===== src/rtl/gyro_bias_autocalibration_core_assert.svh =====
// assertion macros shared by the gyro bias calibration core
`ifndef GYRO_BIAS_AUTOCALIBRATION_CORE_ASSERT_SVH
`define GYRO_BIAS_AUTOCALIBRATION_CORE_ASSERT_SVH

// property checked on every aclk edge outside reset
`define GBAC_ASSERT(label, prop, msg) \
    label: assert property (@(posedge aclk) disable iff (!aresetn) prop) \
        else $error(msg);

// condition that must never be seen outside reset
`define GBAC_ASSERT_NEVER(label, expr, msg) \
    label: assert property (@(posedge aclk) disable iff (!aresetn) !(expr)) \
        else $error(msg);

`endif


===== src/rtl/gbac_pkg.sv =====
// shared types, constants and helpers of the gyro bias calibration core
`timescale 1ns / 1ps
`default_nettype none

package gbac_pkg;

    // item commands
    localparam logic [1:0] CMD_SAMPLE       = 2'd0;
    localparam logic [1:0] CMD_ZERO_HEADING = 2'd1;
    localparam logic [1:0] CMD_RESTART      = 2'd2;

    // configuration register indexes
    localparam int CFG_IDX_W  = 3;
    localparam int CFG_DATA_W = 48;
    localparam logic [CFG_IDX_W-1:0] REG_SENSITIVITY  = 3'd0;
    localparam logic [CFG_IDX_W-1:0] REG_ALPHA_MEAN   = 3'd1;
    localparam logic [CFG_IDX_W-1:0] REG_ALPHA_VAR    = 3'd2;
    localparam logic [CFG_IDX_W-1:0] REG_ALPHA_BIAS   = 3'd3;
    localparam logic [CFG_IDX_W-1:0] REG_VAR_THRESH   = 3'd4;
    localparam logic [CFG_IDX_W-1:0] REG_INITIAL_BIAS = 3'd5;

    // lock counter
    localparam int LOCK_LIMIT    = 1024;
    localparam int LOCK_W        = $clog2(LOCK_LIMIT + 1);
    localparam int CAL_THRESHOLD = 128;
    typedef logic [LOCK_W-1:0] lock_t;

    // arithmetic widths
    localparam int OPND_W = 33;
    localparam int PROD_W = 2 * OPND_W;
    localparam int PROD_SUM_W = PROD_W + 1;
    localparam int TERM_W = 52;
    localparam int SUM_W  = 54;
    localparam int HALF_Q16 = 32768;
    localparam logic [16:0] ONE_Q16 = 17'h10000;

    typedef logic [OPND_W-1:0]        opnd_t;
    typedef logic [PROD_W-1:0]        prod_t;
    typedef logic [PROD_SUM_W-1:0]    rsum_t;
    typedef logic signed [OPND_W-1:0] diff_t;
    typedef logic signed [TERM_W-1:0] term_t;
    typedef logic signed [SUM_W-1:0]  sum_t;

    localparam sum_t HEAD_MAX = sum_t'(48'sh7FFF_FFFF_FFFF);
    localparam sum_t HEAD_MIN = sum_t'(48'sh8000_0000_0000);
    localparam sum_t Q32_MAX  = sum_t'(32'sh7FFF_FFFF);
    localparam sum_t Q32_MIN  = sum_t'(32'sh8000_0000);
    localparam sum_t VAR_MAX  = sum_t'(48'hFFFF_FFFF_FFFF);
    localparam sum_t VAR_MIN  = sum_t'(0);
    localparam logic [47:0] MAX48U = 48'hFFFF_FFFF_FFFF;

    // configuration register file
    typedef struct packed {
        logic [15:0]        sensitivity;
        logic [16:0]        alpha_mean;
        logic [16:0]        alpha_var;
        logic [16:0]        alpha_bias;
        logic [47:0]        var_thresh;
        logic signed [31:0] initial_bias;
    } cfg_t;

    // operand loads of the shared multiplier
    typedef enum logic [2:0] {
        OP_NONE,
        OP_RATE,
        OP_HEAD,
        OP_MEAN,
        OP_SQ,
        OP_VHI,
        OP_VLO,
        OP_BIAS
    } op_sel_t;

    // register updates from the product
    typedef enum logic [3:0] {
        UPD_NONE,
        UPD_RATE,
        UPD_HEAD,
        UPD_MEAN,
        UPD_SQ,
        UPD_VAR,
        UPD_BIAS,
        UPD_CORR,
        UPD_ZERO_HEAD,
        UPD_RESTART,
        UPD_CLR_RATE
    } upd_sel_t;

    // per-cycle datapath command, registered in the controller
    typedef struct packed {
        op_sel_t  op_sel;
        logic     mul_en;
        logic     acc_ld;
        logic     combine;
        upd_sel_t upd;
    } dp_cmd_t;

    localparam dp_cmd_t DP_IDLE = '{
        op_sel:  OP_NONE,
        mul_en:  1'b0,
        acc_ld:  1'b0,
        combine: 1'b0,
        upd:     UPD_NONE
    };

    // handshake strobes toward the datapath
    typedef struct packed {
        logic in_load;
        logic out_ld;
    } dp_io_t;

    // datapath status
    typedef struct packed {
        logic below_thr;
    } dp_stat_t;

    function automatic logic [16:0] clip_weight(input logic [16:0] a);
        return (a > ONE_Q16) ? ONE_Q16 : a;
    endfunction

    function automatic opnd_t mag_of(input diff_t d);
        return d[OPND_W-1] ? opnd_t'(-d) : opnd_t'(d);
    endfunction

    function automatic sum_t clamp(input sum_t v, input sum_t lo, input sum_t hi);
        return (v < lo) ? lo : ((v > hi) ? hi : v);
    endfunction

endpackage

`default_nettype wire


===== src/rtl/gbac_dpath.sv =====
// datapath of the gyro bias calibration core: shared multiplier and state
`timescale 1ns / 1ps
`default_nettype none
`include "gyro_bias_autocalibration_core_assert.svh"

module gbac_dpath (
    input  wire logic               aclk,
    input  wire logic               aresetn,
    input  wire gbac_pkg::cfg_t     cfg,
    input  wire gbac_pkg::dp_cmd_t  cmd,
    input  wire gbac_pkg::dp_io_t   io,
    output gbac_pkg::dp_stat_t      stat,
    input  wire logic signed [15:0] s_raw_sample,
    input  wire logic [15:0]        s_dt_q16,
    output logic signed [31:0]      m_rate_q16,
    output logic signed [32:0]      m_corrected_rate_q16,
    output logic signed [31:0]      m_mean_q16,
    output logic [47:0]             m_variance_q16,
    output logic signed [31:0]      m_bias_q16,
    output logic signed [47:0]      m_heading_q16,
    output logic [10:0]             m_lock_count,
    output logic                    m_calibrated
);

    // latched item
    logic signed [15:0] raw_reg;
    logic [15:0]        dt_reg;

    // multiplier pipeline
    gbac_pkg::opnd_t op_a_reg, op_b_reg;
    logic            neg_reg, neg_p_reg;
    gbac_pkg::prod_t prod_reg, acc_reg;

    // working values
    logic signed [31:0] rate_reg;
    logic signed [32:0] corr_reg;
    logic [47:0]        sq_reg;
    logic [47:0]        vd_reg;

    // estimator state
    logic signed [47:0] heading_reg;
    logic signed [31:0] mean_reg;
    logic [47:0]        var_reg;
    logic signed [31:0] bias_reg;
    gbac_pkg::lock_t    lock_reg;

    // output word
    logic signed [31:0] m_rate_reg;
    logic signed [32:0] m_corr_reg;
    logic signed [31:0] m_mean_reg;
    logic [47:0]        m_var_reg;
    logic signed [31:0] m_bias_reg;
    logic signed [47:0] m_heading_reg;
    logic [10:0]        m_lock_reg;
    logic               m_cal_reg;

    logic signed [16:0] raw_ext;
    logic [16:0]        raw_mag;
    gbac_pkg::diff_t    d_head, d_mean, d_sq, d_bias;
    logic signed [48:0] vdiff;
    logic [48:0]        vmag;
    gbac_pkg::rsum_t    rnd_sum;
    logic [50:0]        scaled;
    gbac_pkg::term_t    term;
    logic signed [32:0] rate_full;
    logic [47:0]        sq_sat;
    gbac_pkg::sum_t     sum_head, sum_mean, sum_var, sum_bias;
    gbac_pkg::sum_t     head_sat, mean_sat, var_sat, bias_sat;

    always_comb begin
        raw_ext = 17'(raw_reg);
        raw_mag = raw_ext[16] ? 17'(-raw_ext) : 17'(raw_ext);

        d_head = gbac_pkg::diff_t'(rate_reg) - gbac_pkg::diff_t'(bias_reg);
        d_mean = gbac_pkg::diff_t'(rate_reg) - gbac_pkg::diff_t'(mean_reg);
        d_sq   = d_mean;
        d_bias = gbac_pkg::diff_t'(mean_reg) - gbac_pkg::diff_t'(bias_reg);

        vdiff = $signed({1'b0, sq_reg}) - $signed({1'b0, var_reg});
        vmag  = vdiff[48] ? 49'(-vdiff) : 49'(vdiff);

        // round half away from zero on the magnitude, then apply the sign
        rnd_sum = {1'b0, prod_reg} + gbac_pkg::rsum_t'(gbac_pkg::HALF_Q16);
        scaled  = rnd_sum[66:16];
        term    = neg_p_reg ? -$signed({1'b0, scaled}) : $signed({1'b0, scaled});

        rate_full = neg_p_reg ? -$signed(prod_reg[32:0]) : $signed(prod_reg[32:0]);
        sq_sat    = (|rnd_sum[66:64]) ? gbac_pkg::MAX48U : rnd_sum[63:16];

        sum_head = gbac_pkg::sum_t'(heading_reg) + gbac_pkg::sum_t'(term);
        sum_mean = gbac_pkg::sum_t'(mean_reg) + gbac_pkg::sum_t'(term);
        sum_var  = gbac_pkg::sum_t'($signed({1'b0, var_reg})) + gbac_pkg::sum_t'(term);
        sum_bias = gbac_pkg::sum_t'(bias_reg) + gbac_pkg::sum_t'(term);

        head_sat = gbac_pkg::clamp(sum_head, gbac_pkg::HEAD_MIN, gbac_pkg::HEAD_MAX);
        mean_sat = gbac_pkg::clamp(sum_mean, gbac_pkg::Q32_MIN, gbac_pkg::Q32_MAX);
        var_sat  = gbac_pkg::clamp(sum_var, gbac_pkg::VAR_MIN, gbac_pkg::VAR_MAX);
        bias_sat = gbac_pkg::clamp(sum_bias, gbac_pkg::Q32_MIN, gbac_pkg::Q32_MAX);
    end

    assign stat.below_thr = (var_reg < cfg.var_thresh);

    // item latch, operand loads and the multiplier
    always_ff @(posedge aclk) begin
        if (io.in_load) begin
            raw_reg <= s_raw_sample;
            dt_reg  <= s_dt_q16;
        end

        unique case (cmd.op_sel)
            gbac_pkg::OP_RATE: begin
                op_a_reg <= gbac_pkg::opnd_t'(raw_mag);
                op_b_reg <= gbac_pkg::opnd_t'(cfg.sensitivity);
                neg_reg  <= raw_reg[15];
            end
            gbac_pkg::OP_HEAD: begin
                op_a_reg <= gbac_pkg::mag_of(d_head);
                op_b_reg <= gbac_pkg::opnd_t'(dt_reg);
                neg_reg  <= d_head[32];
            end
            gbac_pkg::OP_MEAN: begin
                op_a_reg <= gbac_pkg::mag_of(d_mean);
                op_b_reg <= gbac_pkg::opnd_t'(gbac_pkg::clip_weight(cfg.alpha_mean));
                neg_reg  <= d_mean[32];
            end
            gbac_pkg::OP_SQ: begin
                op_a_reg <= gbac_pkg::mag_of(d_sq);
                op_b_reg <= gbac_pkg::mag_of(d_sq);
                neg_reg  <= 1'b0;
            end
            gbac_pkg::OP_VHI: begin
                vd_reg   <= vmag[47:0];
                op_a_reg <= gbac_pkg::opnd_t'(vmag[47:32]);
                op_b_reg <= gbac_pkg::opnd_t'(gbac_pkg::clip_weight(cfg.alpha_var));
                neg_reg  <= vdiff[48];
            end
            gbac_pkg::OP_VLO: begin
                op_a_reg <= gbac_pkg::opnd_t'(vd_reg[31:0]);
            end
            gbac_pkg::OP_BIAS: begin
                op_a_reg <= gbac_pkg::mag_of(d_bias);
                op_b_reg <= gbac_pkg::opnd_t'(gbac_pkg::clip_weight(cfg.alpha_bias));
                neg_reg  <= d_bias[32];
            end
            default: ;
        endcase

        if (cmd.mul_en) begin
            prod_reg  <= op_a_reg * op_b_reg;
            neg_p_reg <= neg_reg;
        end else if (cmd.combine) begin
            // high partial product sits 32 bits up
            prod_reg <= prod_reg + {acc_reg[33:0], 32'd0};
        end

        if (cmd.acc_ld) begin
            acc_reg <= prod_reg;
        end
    end

    // working values
    always_ff @(posedge aclk) begin
        unique case (cmd.upd) inside
            gbac_pkg::UPD_RATE: rate_reg <= rate_full[31:0];
            gbac_pkg::UPD_SQ:   sq_reg   <= sq_sat;
            gbac_pkg::UPD_CORR: corr_reg <= 33'(rate_reg) - 33'(bias_reg);
            gbac_pkg::UPD_ZERO_HEAD, gbac_pkg::UPD_RESTART, gbac_pkg::UPD_CLR_RATE: begin
                rate_reg <= '0;
                corr_reg <= '0;
            end
            default: ;
        endcase
    end

    // estimator state
    always_ff @(posedge aclk) begin
        if (!aresetn) begin
            heading_reg <= '0;
            mean_reg    <= '0;
            var_reg     <= '0;
            bias_reg    <= '0;
            lock_reg    <= '0;
        end else begin
            unique case (cmd.upd)
                gbac_pkg::UPD_HEAD: begin
                    heading_reg <= head_sat[47:0];
                end
                gbac_pkg::UPD_MEAN: begin
                    mean_reg <= mean_sat[31:0];
                end
                gbac_pkg::UPD_VAR: begin
                    var_reg <= var_sat[47:0];
                end
                gbac_pkg::UPD_BIAS: begin
                    bias_reg <= bias_sat[31:0];
                    if (lock_reg < gbac_pkg::lock_t'(gbac_pkg::LOCK_LIMIT)) begin
                        lock_reg <= lock_reg + 1'b1;
                    end
                end
                gbac_pkg::UPD_ZERO_HEAD: heading_reg <= '0;
                gbac_pkg::UPD_RESTART: begin
                    heading_reg <= '0;
                    mean_reg    <= '0;
                    var_reg     <= '0;
                    lock_reg    <= '0;
                    bias_reg    <= cfg.initial_bias;
                end
                default: ;
            endcase
        end
    end

    // output word, held until taken
    always_ff @(posedge aclk) begin
        if (io.out_ld) begin
            m_rate_reg    <= rate_reg;
            m_corr_reg    <= corr_reg;
            m_mean_reg    <= mean_reg;
            m_var_reg     <= var_reg;
            m_bias_reg    <= bias_reg;
            m_heading_reg <= heading_reg;
            m_lock_reg    <= 11'(lock_reg);
            m_cal_reg     <= (lock_reg >= gbac_pkg::lock_t'(gbac_pkg::CAL_THRESHOLD));
        end
    end

    assign m_rate_q16           = m_rate_reg;
    assign m_corrected_rate_q16 = m_corr_reg;
    assign m_mean_q16           = m_mean_reg;
    assign m_variance_q16       = m_var_reg;
    assign m_bias_q16           = m_bias_reg;
    assign m_heading_q16        = m_heading_reg;
    assign m_lock_count         = m_lock_reg;
    assign m_calibrated         = m_cal_reg;

    `GBAC_ASSERT_NEVER(a_lock_bound, lock_reg > gbac_pkg::lock_t'(gbac_pkg::LOCK_LIMIT), "lock count above its limit")
    `GBAC_ASSERT(a_lock_source, (lock_reg != $past(lock_reg)) |-> ($past(cmd.upd == gbac_pkg::UPD_BIAS) || $past(cmd.upd == gbac_pkg::UPD_RESTART)), "lock count moved without a bias update or restart")

endmodule

`default_nettype wire


===== config.mk =====
export PLATFORM = sky130hd
export DESIGN_NAME = gbac_dpath
export DESIGN_NICKNAME = d
export VERILOG_FILES = /design/src/rtl/gbac_pkg.sv /design/src/rtl/gbac_dpath.sv
export VERILOG_INCLUDE_DIRS = /design/src /design/src/rtl
export SDC_FILE = /design/constraint.sdc
export NUM_CORES = 2
export LEC_CHECK = 0
export BUFFER_PORTS_ARGS = -buffer_cell sky130_fd_sc_hd__buf_2
export CAP_MARGIN = 20
export CORE_MARGIN = 2
export CORE_UTILIZATION = 45
export CTS_CLUSTER_DIAMETER = 100
export DETAILED_ROUTE_END_ITERATION = 10
export PLACE_DENSITY_LB_ADDON = 0.08
export SLEW_MARGIN = 5
export SYNTH_ARGS = -nofsm -noshare
export SYNTH_HDL_FRONTEND = slang
export SYNTH_SLANG_ARGS = --single-unit

===== constraint.sdc =====
create_clock -name aclk -period 18.45 [get_ports aclk]
set_input_delay 0.9225 -clock aclk [delete_from_list [all_inputs] [get_ports aclk]]
set_output_delay 0.9225 -clock aclk [all_outputs]
set_load 0.01 [all_outputs]

==> results.ini <==
[logic_synthesis]
yosysWarnings = 0
avgSynthCellArea_um2 = 8.86
ys_seq_area_frac = 0.229
synth-xor-area-share = 0.0622
synth_fa_ha_area_frac = 0.308
synth-seq-cells = 753
synthSimpleGateAreaFrac = 0.163
syn_area_um2 = 91400
synth_compound_area_frac = 0.156
syn_inst = 10309
synth_fp_nets = 12173
ys.flop_type = edfxtp_1
synth_top_family_by_area = adder cells
synth-edff-count = 582
synth.area.mux_share = 0.00396
synth.distinct_cells = 102
async_reset_ff_frac = 0

[finish]
syn_to_final_growth_pct = 9.11
nets = 12416
final_cell_mix = inv_1 (1392), nand2_1 (1389), fa_1 (967)
final_common_cell = inv_1
largest_reg_flops = 66
drive_gt1_frac = 0.0854

[placed_design]
place_congestion = 0.972
dp_hpwl_um = 266000
io_buffers = 430

[timing]
setup_viol = 0
tns_ns = 0
slew_violations = 0
finalCritPeriodShare = 0.553
hold_viol_final = 0
finClkSkew_ns = 0.0532
max_freq_mhz = 98.1
rsz0062_at_grt = no
relSlewSlack = 0.269
fin_crit_ns = 10.20
worst_slew_pin_slew_ns = 1.10

[setup_path]
crit_path_max_incr_delay_ns = 0.86
crit_path_max_fanout = 18
path_class = register to register
cp_data_arrival_time_ns = 10.65
cp_slowest_cell = a2111oi_0
required_ns = 18.90
endpoint_kind = register
start_kind = register
cp_common_cell = fa_1

[clocking]
ctsResizeCount = 0
clkSinkCount = 753
numCtsBuffers = 92
hold_buffers = 0
cts.path.max_buffers = 3
cts.clk_slew.worst_paths_ns = 0.06
post-cts-setup-buffer-count = 0
h-tree-depth = 3
clock_latency_ns = 0.75
root_buffer = clkbuf_16
cts_tree = done

[die]
fp-row-count = 165
initial_core_util = 0.453
core_area_um2 = 202000
die_height_um = 455
die-area_um2 = 207000
die_w_um = 455
io_pins = 431

[global_routing]
grt_max_degree = 73
grt_usage = 0.330
first_global_vias = 78079
grt_antenna_before_repair = 14
grt_overflow = 0
grt_pass1_wl_um = 508000

[hold_path]
hold_class = input port to register

[drt]
firstDrtPassIters = 7
drc = 0
wl_per_cell_um = 25.7
via_per_inst = 5.86
vias = 78049
drt_iter0_drc = 7175
antenna_left = 0
wl_um = 342000

[run_status]
status = finished, final reports clean

[job]
cap_violations = 0

-- metrics by stage --
step	cells	hold slack [ns]	instance area, um2	worst slack, ns	util
floorplan	10309	0.400	91400	10.18	-
global placement	13128	0.402	96600	8.43	0.479
detailed placement	13129	0.405	96600	8.31	0.479
CTS	13301	0.323	99700	8.26	0.494
global route	13303	0.347	99700	7.79	0.494
finish	13309	0.374	99700	8.25	0.494
-- worst max-delay path: cells and delay by family (launching register included) --
kind            cells  cell delay, ns
compound gates     11            3.43
xor+xnor            1            0.15
fa+ha+maj           9            4.57
buf+inv             6            0.74
flops               1            0.78
mux                 1            0.09
simple gates        1            0.12
-- Yosys cell counts, types with 17 or more instances --
| library cell | instances | area share |
|---|---|---|
| inv_1 | 1392 | 0.057 |
| nand2_1 | 1389 | 0.057 |
| fa_1 | 967 | 0.21 |
| ha_1 | 704 | 0.096 |
| a21oi_1 | 639 | 0.035 |
| edfxtp_1 | 582 | 0.19 |
| nor2_1 | 480 | 0.020 |
| o21ai_0 | 449 | 0.025 |
| clkbuf_1 | 430 | 0.018 |
| xnor2_1 | 374 | 0.036 |
| and2_1 | 332 | 0.023 |
| xor2_1 | 271 | 0.026 |
| a21o_1 | 253 | 0.021 |
| nand3_1 | 189 | 0.010 |
| dfxtp_1 | 171 | 0.037 |
| nor3_1 | 125 | 0.0068 |
| a31oi_1 | 120 | 0.0082 |
| nand2b_1 | 91 | 0.0062 |
| nand4_1 | 89 | 0.0061 |
| and3_1 | 79 | 0.0054 |
| o21a_1 | 78 | 0.0064 |
| o31ai_1 | 72 | 0.0059 |
| nor2b_1 | 70 | 0.0048 |
| or3_1 | 59 | 0.0040 |
| nor4_1 | 56 | 0.0038 |
| a211oi_1 | 54 | 0.0044 |
| o211ai_1 | 50 | 0.0041 |
| o21bai_1 | 47 | 0.0039 |
| o21ai_1 | 39 | 0.0021 |
| a211o_1 | 32 | 0.0031 |
| a221oi_1 | 32 | 0.0031 |
| and4_1 | 32 | 0.0031 |
| or4_1 | 32 | 0.0026 |
| a22oi_1 | 30 | 0.0025 |
| or2_2 | 29 | 0.0020 |
| a211oi_2 | 27 | 0.0037 |
| a221o_1 | 26 | 0.0028 |
| mux2i_1 | 26 | 0.0028 |
| a21boi_0 | 25 | 0.0021 |
| buf_2 | 21 | 0.0012 |
| a311oi_1 | 20 | 0.0019 |
| a2111oi_0 | 19 | 0.0018 |
| a31o_2 | 19 | 0.0018 |
| a41oi_1 | 17 | 0.0016 |
| o41ai_1 | 17 | 0.0016 |
-- kinds of logic after synthesis --
logic type	Yosys count
AND/OR/NAND/NOR	3134
buffers and inverters	1865
flip-flops	753
AO/OA/AOI/OAI	2204
XOR/XNOR	647
adder cells (fa/ha/maj)	1671
multiplexers	35
-- path summary, 6_finish.rpt --
kind / startpoint / to / slack, ns / depth (start not counted)
setup / recovery: op_a_reg[6] / prod_reg[65] / 8.25 / 29
hold reg to reg: corr_reg[19] / m_corrected_rate_q16[19] / 0.42 / 0
setup reg to reg: op_a_reg[6] / prod_reg[65] / 8.25 / 29
hold / removal: s_dt_q16[12] / dt_reg[12] / 0.37 / 1
-- layout make-up --
type / count / area [um2]
Fill cell: 19409 / 102000
Multi-Input combinational cell: 7691 / 63600
Sequential cell: 753 / 20900
Inverter: 1395 / 5240
Timing Repair Buffer: 619 / 3600
Tap cell: 2672 / 3340
Clock buffer: 115 / 2460
Clock inverter: 57 / 552
Antenna cell: 7 / 17.5
-- routing by layer --
metal  vias up  part of all wire  global-route usage
met5         -           0.00022                   0
met4        12             0.060               0.172
met3       659             0.062              0.0424
met2      2932              0.45               0.521
met1     39102              0.43               0.443
li1      35344                 -                   -
Power is left out: the tool's default activity adds up to more than one toggle a clock period on the data nets, which glitch-free logic cannot reach.
