<file path="src/rtl/gyro_bias_autocalibration_core_assert.svh">
// assertion macros shared by the gyro bias calibration core
`ifndef GYRO_BIAS_AUTOCALIBRATION_CORE_ASSERT_SVH
`define GYRO_BIAS_AUTOCALIBRATION_CORE_ASSERT_SVH

// property checked on every aclk edge outside reset
`define GBAC_ASSERT(label, prop, msg) \
    label: assert property (@(posedge aclk) disable iff (!aresetn) prop) \
        else $error(msg);

// condition that must never be seen outside reset
`define GBAC_ASSERT_NEVER(label, expr, msg) \
    label: assert property (@(posedge aclk) disable iff (!aresetn) !(expr)) \
        else $error(msg);

`endif

</file>
<file path="src/rtl/gbac_pkg.sv">
// shared types, constants and helpers of the gyro bias calibration core
`timescale 1ns / 1ps
`default_nettype none

package gbac_pkg;

    // item commands
    localparam logic [1:0] CMD_SAMPLE       = 2'd0;
    localparam logic [1:0] CMD_ZERO_HEADING = 2'd1;
    localparam logic [1:0] CMD_RESTART      = 2'd2;

    // configuration register indexes
    localparam int CFG_IDX_W  = 3;
    localparam int CFG_DATA_W = 48;
    localparam logic [CFG_IDX_W-1:0] REG_SENSITIVITY  = 3'd0;
    localparam logic [CFG_IDX_W-1:0] REG_ALPHA_MEAN   = 3'd1;
    localparam logic [CFG_IDX_W-1:0] REG_ALPHA_VAR    = 3'd2;
    localparam logic [CFG_IDX_W-1:0] REG_ALPHA_BIAS   = 3'd3;
    localparam logic [CFG_IDX_W-1:0] REG_VAR_THRESH   = 3'd4;
    localparam logic [CFG_IDX_W-1:0] REG_INITIAL_BIAS = 3'd5;

    // lock counter
    localparam int LOCK_LIMIT    = 1024;
    localparam int LOCK_W        = $clog2(LOCK_LIMIT + 1);
    localparam int CAL_THRESHOLD = 128;
    typedef logic [LOCK_W-1:0] lock_t;

    // arithmetic widths
    localparam int OPND_W = 33;
    localparam int PROD_W = 2 * OPND_W;
    localparam int PROD_SUM_W = PROD_W + 1;
    localparam int TERM_W = 52;
    localparam int SUM_W  = 54;
    localparam int HALF_Q16 = 32768;
    localparam logic [16:0] ONE_Q16 = 17'h10000;

    typedef logic [OPND_W-1:0]        opnd_t;
    typedef logic [PROD_W-1:0]        prod_t;
    typedef logic [PROD_SUM_W-1:0]    rsum_t;
    typedef logic signed [OPND_W-1:0] diff_t;
    typedef logic signed [TERM_W-1:0] term_t;
    typedef logic signed [SUM_W-1:0]  sum_t;

    localparam sum_t HEAD_MAX = sum_t'(48'sh7FFF_FFFF_FFFF);
    localparam sum_t HEAD_MIN = sum_t'(48'sh8000_0000_0000);
    localparam sum_t Q32_MAX  = sum_t'(32'sh7FFF_FFFF);
    localparam sum_t Q32_MIN  = sum_t'(32'sh8000_0000);
    localparam sum_t VAR_MAX  = sum_t'(48'hFFFF_FFFF_FFFF);
    localparam sum_t VAR_MIN  = sum_t'(0);
    localparam logic [47:0] MAX48U = 48'hFFFF_FFFF_FFFF;

    // configuration register file
    typedef struct packed {
        logic [15:0]        sensitivity;
        logic [16:0]        alpha_mean;
        logic [16:0]        alpha_var;
        logic [16:0]        alpha_bias;
        logic [47:0]        var_thresh;
        logic signed [31:0] initial_bias;
    } cfg_t;

    // operand loads of the shared multiplier
    typedef enum logic [2:0] {
        OP_NONE,
        OP_RATE,
        OP_HEAD,
        OP_MEAN,
        OP_SQ,
        OP_VHI,
        OP_VLO,
        OP_BIAS
    } op_sel_t;

    // register updates from the product
    typedef enum logic [3:0] {
        UPD_NONE,
        UPD_RATE,
        UPD_HEAD,
        UPD_MEAN,
        UPD_SQ,
        UPD_VAR,
        UPD_BIAS,
        UPD_CORR,
        UPD_ZERO_HEAD,
        UPD_RESTART,
        UPD_CLR_RATE
    } upd_sel_t;

    // per-cycle datapath command, registered in the controller
    typedef struct packed {
        op_sel_t  op_sel;
        logic     mul_en;
        logic     acc_ld;
        logic     combine;
        upd_sel_t upd;
    } dp_cmd_t;

    localparam dp_cmd_t DP_IDLE = '{
        op_sel:  OP_NONE,
        mul_en:  1'b0,
        acc_ld:  1'b0,
        combine: 1'b0,
        upd:     UPD_NONE
    };

    // handshake strobes toward the datapath
    typedef struct packed {
        logic in_load;
        logic out_ld;
    } dp_io_t;

    // datapath status
    typedef struct packed {
        logic below_thr;
    } dp_stat_t;

    function automatic logic [16:0] clip_weight(input logic [16:0] a);
        return (a > ONE_Q16) ? ONE_Q16 : a;
    endfunction

    function automatic opnd_t mag_of(input diff_t d);
        return d[OPND_W-1] ? opnd_t'(-d) : opnd_t'(d);
    endfunction

    function automatic sum_t clamp(input sum_t v, input sum_t lo, input sum_t hi);
        return (v < lo) ? lo : ((v > hi) ? hi : v);
    endfunction

endpackage

`default_nettype wire

</file>
<file path="src/rtl/gbac_ctrl.sv">
// sequencer of the gyro bias calibration core
`timescale 1ns / 1ps
`default_nettype none
`include "gyro_bias_autocalibration_core_assert.svh"

module gbac_ctrl (
    input  wire logic               aclk,
    input  wire logic               aresetn,
    input  wire logic               s_valid,
    output logic                    s_ready,
    input  wire logic [1:0]         s_cmd,
    output logic                    m_valid,
    input  wire logic               m_ready,
    output gbac_pkg::dp_cmd_t       dp_cmd,
    output gbac_pkg::dp_io_t        dp_io,
    input  wire gbac_pkg::dp_stat_t dp_stat
);

    typedef enum logic [4:0] {
        ST_IDLE,
        ST_RATE_OP,
        ST_RATE_MUL,
        ST_RATE_UPD,
        ST_HEAD_OP,
        ST_MEAN_OP,
        ST_HEAD_UPD,
        ST_MEAN_UPD,
        ST_SQ_OP,
        ST_SQ_MUL,
        ST_SQ_UPD,
        ST_VHI_OP,
        ST_VLO_OP,
        ST_VACC,
        ST_VSUM,
        ST_VAR_UPD,
        ST_BIAS_OP,
        ST_BIAS_MUL,
        ST_BIAS_UPD,
        ST_CORR,
        ST_ZERO_HEAD,
        ST_RESTART,
        ST_NOP,
        ST_OUT
    } state_t;

    state_t            state_reg, state_next;
    gbac_pkg::dp_cmd_t cmd_reg, cmd_next;
    logic              s_ready_reg, s_ready_next;
    logic              m_valid_reg, m_valid_next;
    logic              in_load, out_ld;

    assign in_load = s_valid && s_ready_reg;
    assign out_ld  = (state_reg == ST_OUT) && (!m_valid_reg || m_ready);

    always_comb begin
        state_next = state_reg;
        unique case (state_reg)
            ST_IDLE: begin
                if (in_load) begin
                    unique case (s_cmd)
                        gbac_pkg::CMD_SAMPLE:       state_next = ST_RATE_OP;
                        gbac_pkg::CMD_ZERO_HEADING: state_next = ST_ZERO_HEAD;
                        gbac_pkg::CMD_RESTART:      state_next = ST_RESTART;
                        default:                    state_next = ST_NOP;
                    endcase
                end
            end
            ST_RATE_OP:   state_next = ST_RATE_MUL;
            ST_RATE_MUL:  state_next = ST_RATE_UPD;
            ST_RATE_UPD:  state_next = ST_HEAD_OP;
            ST_HEAD_OP:   state_next = ST_MEAN_OP;
            ST_MEAN_OP:   state_next = ST_HEAD_UPD;
            ST_HEAD_UPD:  state_next = ST_MEAN_UPD;
            ST_MEAN_UPD:  state_next = ST_SQ_OP;
            ST_SQ_OP:     state_next = ST_SQ_MUL;
            ST_SQ_MUL:    state_next = ST_SQ_UPD;
            ST_SQ_UPD:    state_next = ST_VHI_OP;
            ST_VHI_OP:    state_next = ST_VLO_OP;
            ST_VLO_OP:    state_next = ST_VACC;
            ST_VACC:      state_next = ST_VSUM;
            ST_VSUM:      state_next = ST_VAR_UPD;
            ST_VAR_UPD:   state_next = ST_BIAS_OP;
            ST_BIAS_OP:   state_next = dp_stat.below_thr ? ST_BIAS_MUL : ST_CORR;
            ST_BIAS_MUL:  state_next = ST_BIAS_UPD;
            ST_BIAS_UPD:  state_next = ST_CORR;
            ST_CORR:      state_next = ST_OUT;
            ST_ZERO_HEAD: state_next = ST_OUT;
            ST_RESTART:   state_next = ST_OUT;
            ST_NOP:       state_next = ST_OUT;
            ST_OUT:       state_next = out_ld ? ST_IDLE : ST_OUT;
            default:      state_next = ST_IDLE;
        endcase

        // command that the next state drives into the datapath
        cmd_next = gbac_pkg::DP_IDLE;
        unique case (state_next)
            ST_RATE_OP:   cmd_next.op_sel = gbac_pkg::OP_RATE;
            ST_RATE_MUL:  cmd_next.mul_en = 1'b1;
            ST_RATE_UPD:  cmd_next.upd    = gbac_pkg::UPD_RATE;
            ST_HEAD_OP:   cmd_next.op_sel = gbac_pkg::OP_HEAD;
            ST_MEAN_OP: begin
                cmd_next.mul_en = 1'b1;
                cmd_next.op_sel = gbac_pkg::OP_MEAN;
            end
            ST_HEAD_UPD: begin
                cmd_next.mul_en = 1'b1;
                cmd_next.upd    = gbac_pkg::UPD_HEAD;
            end
            ST_MEAN_UPD:  cmd_next.upd    = gbac_pkg::UPD_MEAN;
            ST_SQ_OP:     cmd_next.op_sel = gbac_pkg::OP_SQ;
            ST_SQ_MUL:    cmd_next.mul_en = 1'b1;
            ST_SQ_UPD:    cmd_next.upd    = gbac_pkg::UPD_SQ;
            ST_VHI_OP:    cmd_next.op_sel = gbac_pkg::OP_VHI;
            ST_VLO_OP: begin
                cmd_next.mul_en = 1'b1;
                cmd_next.op_sel = gbac_pkg::OP_VLO;
            end
            ST_VACC: begin
                cmd_next.mul_en = 1'b1;
                cmd_next.acc_ld = 1'b1;
            end
            ST_VSUM:      cmd_next.combine = 1'b1;
            ST_VAR_UPD:   cmd_next.upd     = gbac_pkg::UPD_VAR;
            ST_BIAS_OP:   cmd_next.op_sel  = gbac_pkg::OP_BIAS;
            ST_BIAS_MUL:  cmd_next.mul_en  = 1'b1;
            ST_BIAS_UPD:  cmd_next.upd     = gbac_pkg::UPD_BIAS;
            ST_CORR:      cmd_next.upd     = gbac_pkg::UPD_CORR;
            ST_ZERO_HEAD: cmd_next.upd     = gbac_pkg::UPD_ZERO_HEAD;
            ST_RESTART:   cmd_next.upd     = gbac_pkg::UPD_RESTART;
            ST_NOP:       cmd_next.upd     = gbac_pkg::UPD_CLR_RATE;
            default:      cmd_next         = gbac_pkg::DP_IDLE;
        endcase

        s_ready_next = (state_next == ST_IDLE);

        if (out_ld) begin
            m_valid_next = 1'b1;
        end else if (m_ready) begin
            m_valid_next = 1'b0;
        end else begin
            m_valid_next = m_valid_reg;
        end
    end

    always_ff @(posedge aclk) begin
        if (!aresetn) begin
            state_reg   <= ST_IDLE;
            cmd_reg     <= gbac_pkg::DP_IDLE;
            s_ready_reg <= 1'b0;
            m_valid_reg <= 1'b0;
        end else begin
            state_reg   <= state_next;
            cmd_reg     <= cmd_next;
            s_ready_reg <= s_ready_next;
            m_valid_reg <= m_valid_next;
        end
    end

    assign s_ready        = s_ready_reg;
    assign m_valid        = m_valid_reg;
    assign dp_cmd         = cmd_reg;
    assign dp_io.in_load  = in_load;
    assign dp_io.out_ld   = out_ld;

    `GBAC_ASSERT(a_busy_after_accept, in_load |=> !s_ready_reg, "ready high right after an accepted word")
    `GBAC_ASSERT(a_valid_from_out, $rose(m_valid_reg) |-> $past(state_reg == ST_OUT), "result raised outside the output state")
    `GBAC_ASSERT_NEVER(a_idle_quiet, (state_reg == ST_IDLE) && (cmd_reg.mul_en || cmd_reg.acc_ld || cmd_reg.combine || (cmd_reg.upd != gbac_pkg::UPD_NONE) || (cmd_reg.op_sel != gbac_pkg::OP_NONE)), "datapath command issued while idle")

endmodule

`default_nettype wire

</file>
<file path="config.mk">
export PLATFORM = sky130hd
export DESIGN_NAME = gbac_ctrl
export DESIGN_NICKNAME = d
export VERILOG_FILES = /design/src/rtl/gbac_pkg.sv /design/src/rtl/gbac_ctrl.sv
export VERILOG_INCLUDE_DIRS = /design/src /design/src/rtl
export SDC_FILE = /design/constraint.sdc
export NUM_CORES = 1
export LEC_CHECK = 0
export BUFFER_PORTS_ARGS = -buffer_cell sky130_fd_sc_hd__clkbuf_2
export CAP_MARGIN = 25
export CORE_UTILIZATION = 52
export CTS_CLUSTER_SIZE = 25
export DETAILED_ROUTE_END_ITERATION = 10
export HOLD_SLACK_MARGIN = 0.12
export MAX_ROUTING_LAYER = met4
export PLACE_DENSITY_LB_ADDON = 0.12
export SLEW_MARGIN = 5
export SYNTH_ARGS = -nofsm -noshare
export SYNTH_HDL_FRONTEND = slang
export SYNTH_SLANG_ARGS = --single-unit
</file>
<file path="constraint.sdc">
create_clock -name aclk -period 2.2 [get_ports aclk]
set_input_delay 0.11 -clock aclk [delete_from_list [all_inputs] [get_ports aclk]]
set_output_delay 0.11 -clock aclk [all_outputs]
set_load 0.02 [all_outputs]
</file>
==> results of run 1 <==
==> critical path, delay by kind of cell (launching register included) <==
family / cells / cell delay, ns
AO/OA/AOI/OAI: 4 / 0.77
AND/OR/NAND/NOR: 2 / 0.46
flip-flops: 1 / 0.61
==> routing by layer <==
metal | vias up | share of wire [%] | wire length, microns
li1 | 460 | - | -
met1 | 409 | 44 | 986
met2 | 35 | 49 | 1090
met3 | 4 | 5.6 | 125
met4 | 0 | 0.99 | 22
met5 | - | 0 | 0
==> worst paths after layout <==
check                           from                   end  slack, ns  depth (start not counted)
max          state_reg[1]$_SDFF_PN0_  dp_cmd[1]$_SDFF_PN0_       0.23                          6
min                         s_cmd[0]  dp_cmd[3]$_SDFF_PN0_       0.21                          3
max reg2reg  state_reg[1]$_SDFF_PN0_  dp_cmd[1]$_SDFF_PN0_       0.23                          6
min reg2reg     m_valid$_SDFFE_PN0P_  m_valid$_SDFFE_PN0P_       0.50                          2
==> cells by family (layout without fill, tap and decap cells) <==
group,count (synthesis),count (layout),share of synthesized area (%)
and+or+nand+nor,53,53,29.2
AOI/OAI and AO/OA,24,24,22.8
DFF,17,17,32.7
buffers and inverters,15,37,9.98
xor gates and xnor gates,4,4,3.37
muxes,2,2,1.92
==> metrics by stage <==
stage | worst slack [ns] | hold WS [ns]
global route | 0.112 | 0.235
detailed placement | 0.252 | 0.395
floorplan | 0.439 | 0.232
global placement | 0.290 | 0.387
CTS | 0.248 | 0.210
finish | 0.226 | 0.210
==> report_power, final <==
group	leakage (nW)	internal, W	switching, W
combinational	0.338	0.000368	0.000484
clock	0.0150	0.0000707	0.0000919
sequential	0.138	0.000371	0.0000945
total	0.491	0.000810	0.000670
==> cell usage in the layout (no fill, tap or decap), drive strengths merged, types with 2 or more instances in the layout <==
| master | Yosys | layout |
|---|---|---|
| a21oi | 5 | 5 |
| a31oi | 2 | 2 |
| and2 | 4 | 4 |
| buf | 10 | 7 |
| clkbuf | 1 | 24 |
| dfxtp | 17 | 17 |
| dlygate4sd3 | 0 | 2 |
| inv | 4 | 4 |
| mux2i | 2 | 2 |
| nand2 | 6 | 6 |
| nand2b | 2 | 2 |
| nand4 | 3 | 3 |
| nor2 | 17 | 17 |
| nor2b | 3 | 3 |
| nor3 | 7 | 7 |
| nor3b | 3 | 3 |
| nor4 | 2 | 2 |
| o211ai | 3 | 3 |
| xnor2 | 3 | 3 |
==> what timing repair did <==
item                      in CTS  in global routing
gates resized for setup        0                  0
hold buffers                   2                  0
buffers inserted               0                  0
hold endpoints to repair       3                  0
==> layout make-up <==
cell class | count | area (sq um) | area share, %
multi-input combinational | 83 | 597 | 50.5
tap | 25 | 31.3 | 2.65
clock buffer | 4 | 26.3 | 2.22
timing repair buffer | 29 | 173 | 14.6
sequential | 17 | 340 | 28.8
inverter | 4 | 15.0 | 1.27
==> flow_summary.yaml, run 1 <==
worst_setup_path:
  crit_path_top_delay_cell: "sky130_fd_sc_hd__dfxtp_1"
  cp.arrival_ns: 2.14
  criticalPathCategory: "register to register"
  worstSetupEndpointType: "register"
  timing.critical_path.fanout_max: 12
  crit_required_ns: 2.37
  worst_setup_path_start_kind: "register"
  critPathMaxStageDelay_ns: 0.61
  crit_chain: "or2_4 -> o211ai_1 -> a221o_1 -> and3_1 -> a21oi_1 -> o32ai_1"
grt:
  via_count_of_the_first_global_routing_pass: 821
  grt_antenna_before_repair: 0
  grt_busiest_layer: "met2"
  grt_overflow_total: 0
  groute.usage.overall_pct: 24.0
  grtUsageMet2_pct: 38.6
  gr-usage-met1_pct: 28.9
  grt_max_degree: 14
  global_route_wire_length_before_repair_microns: 3570
  use_met3_pct: 6.15
routing:
  detail_route.wl_per_cell_microns: 13.7
  dr.first_iter.drc_count: 19
  detail_route.wirelength_microns: 2220
  postRouteAntennaNets: 0
  route.vias.total: 908
  drc: 0
  drt_first_pass_iters: 5
  detail_route.vias_per_cell: 5.60
pwr:
  power.total_w: 0.00148
  vdd_drop_max_uv: 718
  p_leak_nw: 0.491
  power.density_cell_area_mw_per_mm2: 1250
yosys:
  synthesis.area_per_instance_sq_um: 9.05
  synthTopCellsByCount: "sky130_fd_sc_hd__dfxtp_1, sky130_fd_sc_hd__nor2_1, sky130_fd_sc_hd__nand2_1, sky130_fd_sc_hd__a21oi_1"
  ys.warnings.count: 0
  postSynthCellCount: 115
  post_synth_main_area_contributors: "sky130_fd_sc_hd__dfxtp_1, sky130_fd_sc_hd__nor2_1, sky130_fd_sc_hd__buf_6"
  ys.flop_type: "sky130_fd_sc_hd__dfxtp_1"
  part_of_the_yosys_area_used_for_sequential_elements_pct: 32.7
  synth_area_sq_mm: 0.00104
  post_synth_num_cell_types: 44
  mappedNetlistNets: 122
  yosys_register_bits: 17
  yosysTopAreaCell: "sky130_fd_sc_hd__dfxtp_1"
  async_flop_share_pct: 0
  yosys.area.top_type_share_pct: 32.7
  synth-edff-count: 0
final_layout:
  instances_no_fill: 162
  final_net_count: 145
  layout-drive-gt1-share_pct: 30.7
  num_antenna_cells: 0
  postLayoutCellArea_sq_mm: 0.00118
  post-route-util_pct: 65.6
  num-fill-cells: 169
  area_growth_pct: 13.6
  largest_reg_flops: 10
placement:
  dpl.hpwl_microns: 1630
  globalplace.congestion: 0.876
  place.port_buffers: 20
  place.detailed.instances: 156
  placement.cell_area_sq_mm: 0.00114
timing:
  clock.fmax_mhz: 507
  finalHoldViolations: 0
  timing.max_slew.rel_slack_pct: 64.2
  period_minus_slack_ns: 1.97
  grt_setup_unrepaired: "no"
  slew_violations: 0
  tns_ns: 0
  timing_worst_slew_pin_value_ns: 0.537
  final_setup_viols: 0
  clock-skew-final_ns: 0.00631
  post-route-period-util_pct: 89.7
floorplan:
  die_w_microns: 46.7
  initial_core_util_pct: 57.8
  floorplan.die_area_sq_mm: 0.00218
  fp.coreArea_sq_mm: 0.00180
  number_of_primary_i_o_pins: 21
  die_ht_microns: 46.7
  row_count: 15
clocking:
  htree_num_levels: 1
  tritoncts: "yes"
  cts_buffer_count: 3
  clock_sinks: 17
  ctsRootBufferMaster: "sky130_fd_sc_hd__clkbuf_4"
  clk_path_buf_depth: 2
  latest_clock_arrival_within_the_worst_skew_pair_ns: 0.29
  cts.reportedPaths.clkPinSlew_ns: 0.09
outcome:
  run_status: "complete, no violations"
min_path:
  hold_path_class: "primary input to register"
flow_run:
  max-cap-violations: 0
No activity file was read; power rests on OpenSTA's default activity.
==> inputs of run 2 (changes only) <==
- clock period: 2.2 -> 2 ns (I/O delays scaled with it)
==> flow_summary.yaml, run 2 (synthesis gave the netlist of run 1 again) <==
grt:
  grt_antenna_before_repair: 0
  grt_overflow_total: 0
  grt_max_degree: 14
  via_count_of_the_first_global_routing_pass: 826
  groute.usage.overall_pct: 24.9
  global_route_wire_length_before_repair_microns: 3730
pwr:
  power.density_cell_area_mw_per_mm2: 1380
  fraction_of_power_consumed_by_the_clock_network_pct: 10.7
  sw_frac_of_total_pct: 44.9
  power.internal_w: 0.000936
  pwr-share-comb_pct: 60.5
  seqPwrFrac_pct: 28.8
  p_leak_nw: 0.523
  switchingPower_w: 0.000762
  vdd_drop_max_uv: 862
clocking:
  clk_path_buf_depth: 2
  latest_clock_arrival_within_the_worst_skew_pair_ns: 0.29
  clock_sinks: 17
  htree_num_levels: 1
  tritoncts: "yes"
  cts.reportedPaths.clkPinSlew_ns: 0.09
  cts_buffer_count: 3
  ctsRootBufferMaster: "sky130_fd_sc_hd__clkbuf_4"
worst_setup_path:
  rrSetupSlack_ns: 0.13
  worst_r2r_endpoint: "dp_cmd[7]$_SDFF_PN0_"
  cp.arrival_ns: 2.04
  crit_required_ns: 2.17
  criticalPathCategory: "register to register"
  worstReg2RegStart: "state_reg[2]$_SDFF_PN0_"
  critPathMaxStageDelay_ns: 0.40
  critPathMostFrequentCell: "sky130_fd_sc_hd__nor2_1"
  crit_chain: "or2_4 -> a2111oi_4 -> a221o_1 -> nor2_1 -> a32oi_1 -> nor2_1"
  timing.critical_path.fanout_max: 10
  worst_setup_path_start_kind: "register"
  rr_worst_depth: 6
  crit_path_top_delay_cell: "sky130_fd_sc_hd__dfxtp_2"
  worstSetupEndpointType: "register"
timing:
  finalHoldViolations: 0
  post-route-period-util_pct: 93.4
  timing.max_slew.rel_slack_pct: 67.2
  final_setup_viols: 0
  tns_ns: 0
  timing_worst_slew_pin_value_ns: 0.492
  postLayoutSetupSlackWorst_ns: 0.131
  period_minus_slack_ns: 1.87
  clock-skew-final_ns: 0.00175
  clock.fmax_mhz: 535
  slew_violations: 0
  grt_setup_unrepaired: "no"
final_layout:
  final_net_count: 151
  layout-drive-gt1-share_pct: 36.4
  num_antenna_cells: 0
  instances_no_fill: 168
  mostFrequentLayoutCells: "sky130_fd_sc_hd__clkbuf_2, sky130_fd_sc_hd__nor2_1, sky130_fd_sc_hd__dfxtp_1, sky130_fd_sc_hd__buf_4, sky130_fd_sc_hd__nand2_1"
  largest_reg_flops: 10
  area_growth_pct: 18.5
  layout.cells.most_common: "sky130_fd_sc_hd__clkbuf_2"
  num-fill-cells: 162
floorplan:
  row_count: 15
  die_ht_microns: 46.7
  number_of_primary_i_o_pins: 21
  floorplan.die_area_sq_mm: 0.00218
  die_w_microns: 46.7
  fp.coreArea_sq_mm: 0.00180
  initial_core_util_pct: 57.8
min_path:
  min_from: "s_cmd[0]"
  timing.hold.worst_endpoint: "dp_cmd[3]$_SDFF_PN0_"
  hold_path_class: "primary input to register"
  worst_hold_depth: 3
placement:
  place.detailed.instances: 162
  dp_worst_setup_slack_ns: 0.0852
  dpl.hpwl_microns: 1710
  globalplace.congestion: 0.938
  place.port_buffers: 20
outcome:
  run_status: "complete, no violations"
routing:
  drc: 0
  detail_route.wirelength_microns: 2320
  route.vias.total: 956
  detail_route.wl_per_cell_microns: 13.8
  drt_first_pass_iters: 4
  detail_route.vias_per_cell: 5.69
  postRouteAntennaNets: 0
  dr.first_iter.drc_count: 32
flow_run:
  max-cap-violations: 0
-- run 2: repair_timing --
action / CTS / global route
buffers inserted: 0 / 0
resized for setup: 0 / 4
endpoints found under the hold margin: 3 / 0
endpoints found under the setup margin: 0 / 6
hold buffers: 2 / 0
-- run 2: power by group through the flow --
stage	Clock (W)	Sequential, W	Combinational, W
2_1_floorplan	0	0.000500	0.000774
3_3_place_gp	0	0.000494	0.000987
3_5_place_dp	0	0.000497	0.00100
4_1_cts	0.000185	0.000489	0.00101
5_1_grt	0.000196	0.000501	0.00111
6_report	0.000182	0.000489	0.00103
-- run 2: cell type report --
| cell class | instances | area (sq um) | area share (%) |
|---|---|---|---|
| multi-input combinational | 83 | 599 | 48.6 |
| sequential | 17 | 344 | 27.9 |
| timing repair buffer | 35 | 218 | 17.6 |
| tap | 25 | 31.3 | 2.54 |
| clock buffer | 4 | 26.3 | 2.13 |
| inverter | 4 | 15.0 | 1.22 |
-- run 2: how the worst max path moves through the flow --
stage                           endpoint                    start  slack (ns)  cells after the start
floorplan           dp_cmd[6]$_SDFF_PN0_     m_valid$_SDFFE_PN0P_        0.24                      7
global placement    dp_cmd[7]$_SDFF_PN0_  state_reg[2]$_SDFF_PN0_        0.08                      6
detailed placement  dp_cmd[6]$_SDFF_PN0_  state_reg[4]$_SDFF_PN0_        0.09                      6
CTS                 dp_cmd[6]$_SDFF_PN0_  state_reg[4]$_SDFF_PN0_        0.06                      6
global route        dp_cmd[7]$_SDFF_PN0_  state_reg[2]$_SDFF_PN0_        0.05                      6
finish              dp_cmd[7]$_SDFF_PN0_  state_reg[2]$_SDFF_PN0_        0.13                      6
-- run 2: per-layer routing --
| metal | GRT usage [%] | part of all wire, % |
|---|---|---|
| met1 | 32.9 | 46 |
| met2 | 37.5 | 46 |
| met3 | 6.15 | 5.3 |
| met4 | 7.43 | 2.0 |
| met5 | - | 0 |
-- run 2: per-stage QoR --
stage | utilization (%) | power, W | area [sq um] | hold slack (ns)
finish | 68.5 | 0.00170 | 1230 | 0.208
global route | 68.5 | 0.00181 | 1230 | 0.229
CTS | 68.1 | 0.00168 | 1230 | 0.211
detailed placement | 65.6 | 0.00150 | 1180 | 0.398
global placement | 65.6 | 0.00148 | 1180 | 0.380
floorplan | - | 0.00127 | 1040 | 0.222
-- run 2: critical path, delay by kind of cell, from the launching register on --
family	cells	cell delay (ns)
DFF	1	0.40
AOI/OAI and AO/OA	3	0.91
and+or+nand+nor	3	0.43
